### config.mk
export PLATFORM = sky130hd
export DESIGN_NAME = ordered_list_engine_flat
export DESIGN_NICKNAME = d
export VERILOG_FILES = /design/src/hdl/olist_pkg.sv /design/src/hdl/olist_if.sv /design/src/hdl/olist_ram.sv /design/src/hdl/ordered_list_engine.sv /design/src/flat_wrapper.sv
export SDC_FILE = /design/constraint.sdc
export NUM_CORES = 1
export LEC_CHECK = 0
export BUFFER_PORTS_ARGS = -buffer_cell sky130_fd_sc_hd__buf_2
export CAP_MARGIN = 20
export CORE_UTILIZATION = 40
export CTS_CLUSTER_SIZE = 25
export DETAILED_ROUTE_END_ITERATION = 10
export PLACE_DENSITY_LB_ADDON = 0.1
export SLEW_MARGIN = 15
export SYNTH_ARGS = -nofsm -noshare
export SYNTH_HDL_FRONTEND = slang
export SYNTH_SLANG_ARGS = --single-unit
### constraint.sdc
create_clock -name clk -period 5.6 [get_ports clk]
set_input_delay 0.56 -clock clk [delete_from_list [all_inputs] [get_ports clk]]
set_output_delay 0.56 -clock clk [all_outputs]
set_load 0.02 [all_outputs]
### src/hdl/olist_pkg.sv
`default_nettype none
// ----------------------------------------------------------------------------
// olist_pkg
// Shared widths, operation codes, status codes and sequencer states for the ordered list engine.
// ----------------------------------------------------------------------------
package olist_pkg;

  localparam int CAPACITY_DEF   = 16;
  localparam int WORD_WIDTH_DEF = 32;

  localparam int MODE_W   = 3;
  localparam int POS_W    = 5;
  localparam int DATA_W   = 32;
  localparam int STATUS_W = 3;
  localparam int LEN_W    = 5;

  localparam logic [MODE_W-1:0] MODE_APPEND     = 3'd0;
  localparam logic [MODE_W-1:0] MODE_INSERT     = 3'd1;
  localparam logic [MODE_W-1:0] MODE_REMOVE_AT  = 3'd2;
  localparam logic [MODE_W-1:0] MODE_REMOVE_VAL = 3'd3;
  localparam logic [MODE_W-1:0] MODE_POP        = 3'd4;

  localparam logic [STATUS_W-1:0] ST_OK        = 3'd0;
  localparam logic [STATUS_W-1:0] ST_BAD_INDEX = 3'd1;
  localparam logic [STATUS_W-1:0] ST_NOT_FOUND = 3'd2;
  localparam logic [STATUS_W-1:0] ST_FULL      = 3'd3;
  localparam logic [STATUS_W-1:0] ST_NULL      = 3'd4;

  typedef enum logic [8:0] {
    S_IDLE     = 9'b000000001,
    S_RM_RD    = 9'b000000010,
    S_RM_CAP   = 9'b000000100,
    S_SCAN_RD  = 9'b000001000,
    S_SCAN_CMP = 9'b000010000,
    S_SHIFT_RD = 9'b000100000,
    S_SHIFT_WR = 9'b001000000,
    S_INS_WR   = 9'b010000000,
    S_DONE     = 9'b100000000
  } state_t;

endpackage
`default_nettype wire

### src/hdl/olist_if.sv
`default_nettype none
// ----------------------------------------------------------------------------
// olist_in_if / olist_out_if
// Valid/ready channels for operation words and result words.
// ----------------------------------------------------------------------------
interface olist_in_if;
  logic                        valid;
  logic                        ready;
  logic [olist_pkg::MODE_W-1:0] mode;
  logic [olist_pkg::POS_W-1:0]  position;
  logic [olist_pkg::DATA_W-1:0] word;

  modport source (output valid, output mode, output position, output word, input ready);
  modport sink   (input valid, input mode, input position, input word, output ready);
endinterface

interface olist_out_if;
  logic                          valid;
  logic                          ready;
  logic [olist_pkg::STATUS_W-1:0] status;
  logic [olist_pkg::DATA_W-1:0]   removed_word;
  logic [olist_pkg::LEN_W-1:0]    entry_count;

  modport source (output valid, output status, output removed_word, output entry_count,
                  input ready);
  modport sink   (input valid, input status, input removed_word, input entry_count,
                  output ready);
endinterface
`default_nettype wire

### src/hdl/olist_ram.sv
`default_nettype none
// ----------------------------------------------------------------------------
// olist_ram
// Entry storage: one write port and one read port with registered read data.
// ----------------------------------------------------------------------------
module olist_ram #(
  parameter int DEPTH = olist_pkg::CAPACITY_DEF,
  parameter int WIDTH = olist_pkg::WORD_WIDTH_DEF
) (
  input  wire logic                     clk,
  input  wire logic                     we,
  input  wire logic [$clog2(DEPTH)-1:0] waddr,
  input  wire logic [WIDTH-1:0]         wdata,
  input  wire logic                     re,
  input  wire logic [$clog2(DEPTH)-1:0] raddr,
  output logic      [WIDTH-1:0]         rdata
);

  logic [WIDTH-1:0] mem [DEPTH];

  always_ff @(posedge clk) begin
    if (we) begin
      mem[waddr] <= wdata;
    end
  end

  always_ff @(posedge clk) begin
    if (re) begin
      rdata <= mem[raddr];
    end
  end

endmodule
`default_nettype wire

### src/hdl/ordered_list_engine.sv
`default_nettype none
// ----------------------------------------------------------------------------
// ordered_list_engine
// Ordered list of up to CAPACITY words with append, insert, remove at index,
// remove by value and pop, run by a small sequencer over one entry memory.
//
//   channel | dir | payload                                 | handshake
//   in_ch   | in  | mode, position, word                    | valid/ready
//   out_ch  | out | status, removed_word, entry_count       | valid/ready
//
// Append and rejected operations go straight to completion; pop reads the last
// entry first. Inserts, removes and the value search move through the entry
// memory one entry at a time, a read state and then a write or compare state
// per entry, since the single memory read port has registered data.
// Synchronous active-low reset empties the list; entries need no clearing.
// A new word is taken while the previous result still waits on out_ch.
// ----------------------------------------------------------------------------
module ordered_list_engine #(
  parameter int CAPACITY   = olist_pkg::CAPACITY_DEF,
  parameter int WORD_WIDTH = olist_pkg::WORD_WIDTH_DEF
) (
  input  wire logic   clk,
  input  wire logic   rst_n,
  olist_in_if.sink    in_ch,
  olist_out_if.source out_ch
);

  localparam int AW   = $clog2(CAPACITY);
  localparam int CW   = $clog2(CAPACITY + 1);
  localparam int CMPW = (CW > olist_pkg::POS_W) ? CW : olist_pkg::POS_W;

  olist_pkg::state_t state_r, state_nxt;

  logic [CW-1:0]                    cnt_r, cnt_nxt;
  logic [CW-1:0]                    idx_r, idx_nxt;
  logic [CW-1:0]                    pos_r, pos_nxt;
  logic                             up_r, up_nxt;
  logic [WORD_WIDTH-1:0]            w_r, w_nxt;
  logic [olist_pkg::STATUS_W-1:0]   status_r, status_nxt;
  logic [olist_pkg::DATA_W-1:0]     removed_r, removed_nxt;
  logic                             out_valid_r, out_valid_nxt;
  logic [olist_pkg::STATUS_W-1:0]   out_status_r, out_status_nxt;
  logic [olist_pkg::DATA_W-1:0]     out_removed_r, out_removed_nxt;
  logic [olist_pkg::LEN_W-1:0]      out_len_r, out_len_nxt;

  logic                  mem_we;
  logic [AW-1:0]         mem_waddr;
  logic [WORD_WIDTH-1:0] mem_wdata;
  logic                  mem_re;
  logic [AW-1:0]         mem_raddr;
  logic [WORD_WIDTH-1:0] rd_data;

  logic [WORD_WIDTH-1:0] w_in;
  logic [CW-1:0]         idx_step;
  logic [CW-1:0]         cnt_m1;
  logic                  full;

  olist_ram #(
    .DEPTH (CAPACITY),
    .WIDTH (WORD_WIDTH)
  ) u_ram (
    .clk   (clk),
    .we    (mem_we),
    .waddr (mem_waddr),
    .wdata (mem_wdata),
    .re    (mem_re),
    .raddr (mem_raddr),
    .rdata (rd_data)
  );

  assign w_in     = WORD_WIDTH'(in_ch.word);
  assign idx_step = up_r ? (idx_r - CW'(1)) : (idx_r + CW'(1));
  assign cnt_m1   = cnt_r - CW'(1);
  assign full     = (cnt_r >= CW'(CAPACITY));

  assign in_ch.ready         = (state_r == olist_pkg::S_IDLE);
  assign out_ch.valid        = out_valid_r;
  assign out_ch.status       = out_status_r;
  assign out_ch.removed_word = out_removed_r;
  assign out_ch.entry_count  = out_len_r;

  always_comb begin
    state_nxt       = state_r;
    cnt_nxt         = cnt_r;
    idx_nxt         = idx_r;
    pos_nxt         = pos_r;
    up_nxt          = up_r;
    w_nxt           = w_r;
    status_nxt      = status_r;
    removed_nxt     = removed_r;
    out_valid_nxt   = out_valid_r && !out_ch.ready;
    out_status_nxt  = out_status_r;
    out_removed_nxt = out_removed_r;
    out_len_nxt     = out_len_r;
    mem_we          = 1'b0;
    mem_waddr       = idx_r[AW-1:0];
    mem_wdata       = rd_data;
    mem_re          = 1'b0;
    mem_raddr       = idx_r[AW-1:0];

    case (state_r)
      olist_pkg::S_IDLE: begin
        if (in_ch.valid) begin
          w_nxt       = w_in;
          pos_nxt     = CW'(in_ch.position);
          status_nxt  = olist_pkg::ST_OK;
          removed_nxt = '0;
          up_nxt      = 1'b0;
          state_nxt   = olist_pkg::S_DONE;
          case (in_ch.mode)
            olist_pkg::MODE_APPEND: begin
              if (full) begin
                status_nxt = olist_pkg::ST_FULL;
              end else begin
                mem_we    = 1'b1;
                mem_waddr = cnt_r[AW-1:0];
                mem_wdata = w_in;
                cnt_nxt   = cnt_r + CW'(1);
              end
            end
            olist_pkg::MODE_INSERT: begin
              if (full) begin
                status_nxt = olist_pkg::ST_FULL;
              end else if (CMPW'(in_ch.position) > CMPW'(cnt_r)) begin
                status_nxt = olist_pkg::ST_BAD_INDEX;
              end else begin
                idx_nxt = cnt_r;
                up_nxt  = 1'b1;
                if (CMPW'(in_ch.position) == CMPW'(cnt_r)) begin
                  state_nxt = olist_pkg::S_INS_WR;
                end else begin
                  state_nxt = olist_pkg::S_SHIFT_RD;
                end
              end
            end
            olist_pkg::MODE_REMOVE_AT: begin
              if (CMPW'(in_ch.position) >= CMPW'(cnt_r)) begin
                status_nxt = olist_pkg::ST_BAD_INDEX;
              end else begin
                idx_nxt   = CW'(in_ch.position);
                state_nxt = olist_pkg::S_RM_RD;
              end
            end
            olist_pkg::MODE_REMOVE_VAL: begin
              if (w_in == '0) begin
                status_nxt = olist_pkg::ST_NULL;
              end else if (cnt_r == '0) begin
                status_nxt = olist_pkg::ST_NOT_FOUND;
              end else begin
                idx_nxt   = '0;
                state_nxt = olist_pkg::S_SCAN_RD;
              end
            end
            olist_pkg::MODE_POP: begin
              if (cnt_r == '0) begin
                status_nxt = olist_pkg::ST_BAD_INDEX;
              end else begin
                idx_nxt   = cnt_m1;
                state_nxt = olist_pkg::S_RM_RD;
              end
            end
            default: begin
              status_nxt = olist_pkg::ST_BAD_INDEX;
            end
          endcase
        end
      end
      olist_pkg::S_RM_RD: begin
        mem_re    = 1'b1;
        state_nxt = olist_pkg::S_RM_CAP;
      end
      olist_pkg::S_RM_CAP: begin
        removed_nxt = olist_pkg::DATA_W'(rd_data);
        if (idx_step < cnt_r) begin
          state_nxt = olist_pkg::S_SHIFT_RD;
        end else begin
          cnt_nxt   = cnt_m1;
          state_nxt = olist_pkg::S_DONE;
        end
      end
      olist_pkg::S_SCAN_RD: begin
        mem_re    = 1'b1;
        state_nxt = olist_pkg::S_SCAN_CMP;
      end
      olist_pkg::S_SCAN_CMP: begin
        if (rd_data == w_r) begin
          removed_nxt = olist_pkg::DATA_W'(w_r);
          if (idx_step < cnt_r) begin
            state_nxt = olist_pkg::S_SHIFT_RD;
          end else begin
            cnt_nxt   = cnt_m1;
            state_nxt = olist_pkg::S_DONE;
          end
        end else if (idx_step < cnt_r) begin
          idx_nxt   = idx_step;
          state_nxt = olist_pkg::S_SCAN_RD;
        end else begin
          status_nxt = olist_pkg::ST_NOT_FOUND;
          state_nxt  = olist_pkg::S_DONE;
        end
      end
      olist_pkg::S_SHIFT_RD: begin
        mem_re    = 1'b1;
        mem_raddr = idx_step[AW-1:0];
        state_nxt = olist_pkg::S_SHIFT_WR;
      end
      olist_pkg::S_SHIFT_WR: begin
        mem_we  = 1'b1;
        idx_nxt = idx_step;
        if (up_r) begin
          if (idx_step == pos_r) begin
            state_nxt = olist_pkg::S_INS_WR;
          end else begin
            state_nxt = olist_pkg::S_SHIFT_RD;
          end
        end else if (idx_step < cnt_m1) begin
          state_nxt = olist_pkg::S_SHIFT_RD;
        end else begin
          cnt_nxt   = cnt_m1;
          state_nxt = olist_pkg::S_DONE;
        end
      end
      olist_pkg::S_INS_WR: begin
        mem_we    = 1'b1;
        mem_waddr = pos_r[AW-1:0];
        mem_wdata = w_r;
        cnt_nxt   = cnt_r + CW'(1);
        state_nxt = olist_pkg::S_DONE;
      end
      olist_pkg::S_DONE: begin
        if (!out_valid_r || out_ch.ready) begin
          out_valid_nxt   = 1'b1;
          out_status_nxt  = status_r;
          out_removed_nxt = removed_r;
          out_len_nxt     = olist_pkg::LEN_W'(cnt_r);
          state_nxt       = olist_pkg::S_IDLE;
        end
      end
      default: begin
        state_nxt = olist_pkg::S_IDLE;
      end
    endcase
  end

  always_ff @(posedge clk) begin
    if (!rst_n) begin
      state_r     <= olist_pkg::S_IDLE;
      cnt_r       <= '0;
      out_valid_r <= 1'b0;
    end else begin
      state_r     <= state_nxt;
      cnt_r       <= cnt_nxt;
      out_valid_r <= out_valid_nxt;
    end
  end

  always_ff @(posedge clk) begin
    idx_r         <= idx_nxt;
    pos_r         <= pos_nxt;
    up_r          <= up_nxt;
    w_r           <= w_nxt;
    status_r      <= status_nxt;
    removed_r     <= removed_nxt;
    out_status_r  <= out_status_nxt;
    out_removed_r <= out_removed_nxt;
    out_len_r     <= out_len_nxt;
  end

  a_cnt_bound: assert property (@(posedge clk) disable iff (!rst_n)
    cnt_r <= CW'(CAPACITY))
    else $error("list length exceeds capacity");

  a_cnt_step: assert property (@(posedge clk) disable iff (!rst_n)
    (cnt_r != $past(cnt_r)) |->
      (cnt_r == $past(cnt_r) + CW'(1) || cnt_r == $past(cnt_r) - CW'(1)))
    else $error("list length moved by more than one");

  a_out_from_done: assert property (@(posedge clk) disable iff (!rst_n)
    $rose(out_valid_r) |-> $past(state_r) == olist_pkg::S_DONE)
    else $error("result raised outside completion");

  a_cnt_idle_only: assert property (@(posedge clk) disable iff (!rst_n)
    (state_r == olist_pkg::S_SCAN_RD || state_r == olist_pkg::S_SHIFT_RD)
      |=> $stable(cnt_r))
    else $error("list length changed in the middle of a walk");

  a_write_in_range: assert property (@(posedge clk) disable iff (!rst_n)
    (mem_we && state_r == olist_pkg::S_SHIFT_WR) |-> idx_r < CW'(CAPACITY))
    else $error("shift wrote past the last entry");

endmodule
`default_nettype wire

### src/flat_wrapper.sv
// flat-port wrapper written by rule: the top's interface ports become plain ports
module ordered_list_engine_flat 
#(
  parameter int CAPACITY   = olist_pkg::CAPACITY_DEF,
  parameter int WORD_WIDTH = olist_pkg::WORD_WIDTH_DEF
)
  (clk, rst_n, in_ch_valid, in_ch_mode, in_ch_position, in_ch_word, in_ch_ready, out_ch_valid, out_ch_status, out_ch_removed_word, out_ch_entry_count, out_ch_ready);
  olist_in_if in_ch_i ();
  olist_out_if out_ch_i ();
  input  wire logic clk;
  input  wire logic rst_n;
  input wire logic [$bits(in_ch_i.valid)-1:0] in_ch_valid;
  input wire logic [$bits(in_ch_i.mode)-1:0] in_ch_mode;
  input wire logic [$bits(in_ch_i.position)-1:0] in_ch_position;
  input wire logic [$bits(in_ch_i.word)-1:0] in_ch_word;
  output wire logic [$bits(in_ch_i.ready)-1:0] in_ch_ready;
  output wire logic [$bits(out_ch_i.valid)-1:0] out_ch_valid;
  output wire logic [$bits(out_ch_i.status)-1:0] out_ch_status;
  output wire logic [$bits(out_ch_i.removed_word)-1:0] out_ch_removed_word;
  output wire logic [$bits(out_ch_i.entry_count)-1:0] out_ch_entry_count;
  input wire logic [$bits(out_ch_i.ready)-1:0] out_ch_ready;
  assign in_ch_i.valid = in_ch_valid;
  assign in_ch_i.mode = in_ch_mode;
  assign in_ch_i.position = in_ch_position;
  assign in_ch_i.word = in_ch_word;
  assign in_ch_ready = in_ch_i.ready;
  assign out_ch_valid = out_ch_i.valid;
  assign out_ch_status = out_ch_i.status;
  assign out_ch_removed_word = out_ch_i.removed_word;
  assign out_ch_entry_count = out_ch_i.entry_count;
  assign out_ch_i.ready = out_ch_ready;
  ordered_list_engine #(.CAPACITY(CAPACITY), .WORD_WIDTH(WORD_WIDTH)) u_core (.clk(clk), .rst_n(rst_n), .in_ch(in_ch_i), .out_ch(out_ch_i));
endmodule
==> out/qor.txt <==
CP delay by family, top: simple AND/OR/NAND/NOR gates
Max clock buf depth: 3
CTS sink cnt: 677
row count: 98
Largest stage delay, worst path: 0.83 ns
initial antenna violation count: 3
Seq cells post-synth: 677
Worst Path Max Fanout: 20
First-pass DRT Iterations: 5
Post-Syn Area: 0.02891 sq mm
Seq. cell area: 0.02018 sq mm
final-layout fill cell count: 6,277
Post-Layout Inst Area: 0.03295 sq mm
first-pass GRT wire length: 124,700 um
synthesized area per cell: 14.36 sq um
DP Area: 0.03054 sq mm
Crit. End Element: flip-flop
Clock Tree Root: clkbuf_16
Worst Path Arrival: 4.39 ns
CTS tree: done
I/O pin count: 86
worst hold path type: in2reg
Setup CP Type: reg2reg
most frequent cell after synthesis: edfxtp_1
WL final: 85,760 um
pwr dens: 358.6 mW/mm^2
vias per cell: 6.013
worst-skew pair later-pin latency: 0.62 ns
Least-Margin Pin Slew: 1.063 ns
Gate Count Post-Synth: 2,013
Syn Nets: 2,077
number of diodes: 0
Synth warnings: 0
clock slew at reported path FFs: 0.06 ns
CP startpoint: u_core.state_r[8]
final worst slack: 1.464 ns
Post-Place Cells: 2,957
Peak VDD IR: 0.2372 mV
area grow syn2layout: 13.97%
Critical Path RT: 5.86 ns
clock skew: 0.02364 ns
vias in the first global route: 17,820
minimum clock period: 4.136 ns
share of cells above drive strength 1: 15.42%
Tot Pwr: 11.82 mW
crit-path cells: or4_1 > nor3_4 > nand2_2 > inv_2 > and2_1 > a221o_1 > nand2_1 > nor2_4 > buf_4
run status: finished clean
Placer Congestion: 0.8704
Worst setup SP type: flip-flop
die area: 0.07336 sq mm
Post-synth EDFFs: 662
HPWL after detailed placement: 53,480 um
TritonCTS Buffers: 74
Synth top area share: 68.76%
Die H: 270.8 um
Nets: 2,149
hold buffers post-CTS: 0
max cap viols: 0
Max Slew Vio Count: 0
post-synthesis sequential area ratio: 69.80%
P_leak: 10.94 nW
Synth cell types: 75
Final TNS setup: 0 ns
Total GRT Usage: 23.19%
CORE AREA: 0.07149 sq mm
Fin. Hold Viols: 0
Non-Filler Instances: 3,090
cts repair resizes: 0
largest net degree at the start of global routing: 76
die width: 270.8 um
DRC Markers: 0
ANT nets after route: 0
Slew headroom: 29.16%
PortBufs: 85
Overflow after GRT: 0
Yosys top cell by area: edfxtp_1
drt wl/cell: 27.75 um
worst r2r src: u_core.state_r[8]
unrepaired setup endpoints after global routing: false
Area contributors post-synth: edfxtp_1 69%, nand2_1 2.5%, mux2i_1 2.3%
top post-synthesis cells by count: 662 x edfxtp_1, 193 x nand2_1, 94 x clkbuf_1
fin crit share: 73.86%
Primary FF master, synth: edfxtp_1
Multi-input gate area: 0.008203 sq mm
H-Tree Depth: 3
Starting Density: 40.44%
Buf/Inv on CP: 2
Post-synth ARST share: 0%
Hold Path Origin: in_ch_word[26]
Post-CTS Setup Inserts: 0
pre-CTS setup slack: 1.286 ns
routed vias: 18,580
drt initial violations: 1,958
CP max stage cell: or4_1
Final setup viols: 0
maximum clock rate: 0.2418 GHz
## cells in the final DEF (no fill, tap or decap), types with 37 or more instances in the layout
| master | synthesis | final |
|---|---|---|
| nand2_1 | 193 | 193 |
| o22ai_1 | 48 | 48 |
| edfxtp_1 | 662 | 662 |
| buf_4 | 8 | 49 |
| clkbuf_16 | 0 | 76 |
| nor2_1 | 59 | 42 |
| a21oi_1 | 74 | 73 |
| nand3_1 | 86 | 86 |
| mux2i_1 | 65 | 64 |
| xor2_1 | 37 | 37 |
| mux2_2 | 41 | 41 |
| o21ai_0 | 66 | 65 |
| buf_2 | 27 | 85 |
| a221o_1 | 54 | 54 |
| o221ai_1 | 60 | 60 |
## logic make-up after synthesis
family                   synth area share, %
AO/OA/AOI/OAI                          12.52
buffers and inverters                  2.506
flip-flops                             69.80
AND/OR/NAND/NOR                        8.751
multiplexers                           3.925
XOR/XNOR                               1.606
adder cells (fa/ha/maj)               0.8915
## stage by stage
| step | utilization, % | hold slack (ns) |
|---|---|---|
| final | 46.09 | 0.1697 |
| after floorplan | - | 0.4003 |
| after detailed placement | 42.73 | 0.4045 |
| after global placement | 42.73 | 0.4005 |
| after global routing | 46.09 | 0.1467 |
| after CTS | 46.03 | 0.1314 |
## state kept, by name (all words and copies together) (netlist names)
signal and flops:
u_core.cnt_r 5, u_core.pos_r 5, u_core.out_ch.status 3, u_core.idx_r 5
u_core.out_ch.entry_count 5, u_core.u_ram.rdata 32, u_core.w_r 32, u_core.status_r 3
u_core.out_ch.valid 1, u_core.state_r 9, u_core.up_r 1, u_core.u_ram.mem 512
u_core.out_ch.removed_word 32, u_core.removed_r 32
## power by group
group / internal [mW] / switching, mW / leakage [nW]
Clock: 2.84 / 1.97 / 1.15
Sequential: 5.68 / 0.0628 / 6.14
Combinational: 0.403 / 0.859 / 3.65
## cell type report
type                    instances  share of cell area [%]
clock buffers                  88                   5.909
flip-flops and latches        677                   61.24
clock inverters                43                   1.246
inverters                      16                  0.1823
repair buffers                142                   2.916
multi-input cells            1174                   24.90
well taps                     950                   3.608
## final timing paths
kind                                                        to  slack (ns)  depth (start not counted)
worst min-delay path                            u_core.w_r[26]        0.17                          1
worst max-delay path                   u_core.u_ram.mem[11][8]        1.46                          9
worst min register to register  u_core.out_ch.removed_word[13]        0.42                          0
worst max register to register         u_core.u_ram.mem[11][8]        1.46                          9
## metal layers
layer,GRT usage [%],part of all wire (%),vias to the layer above
li1,-,-,8224
met1,33.50,45,9528
met2,36.11,46,710
met4,6.274,2.0,0
met5,0,0,-
met3,3.825,7.0,117
(Power assumes the default switching activity.)
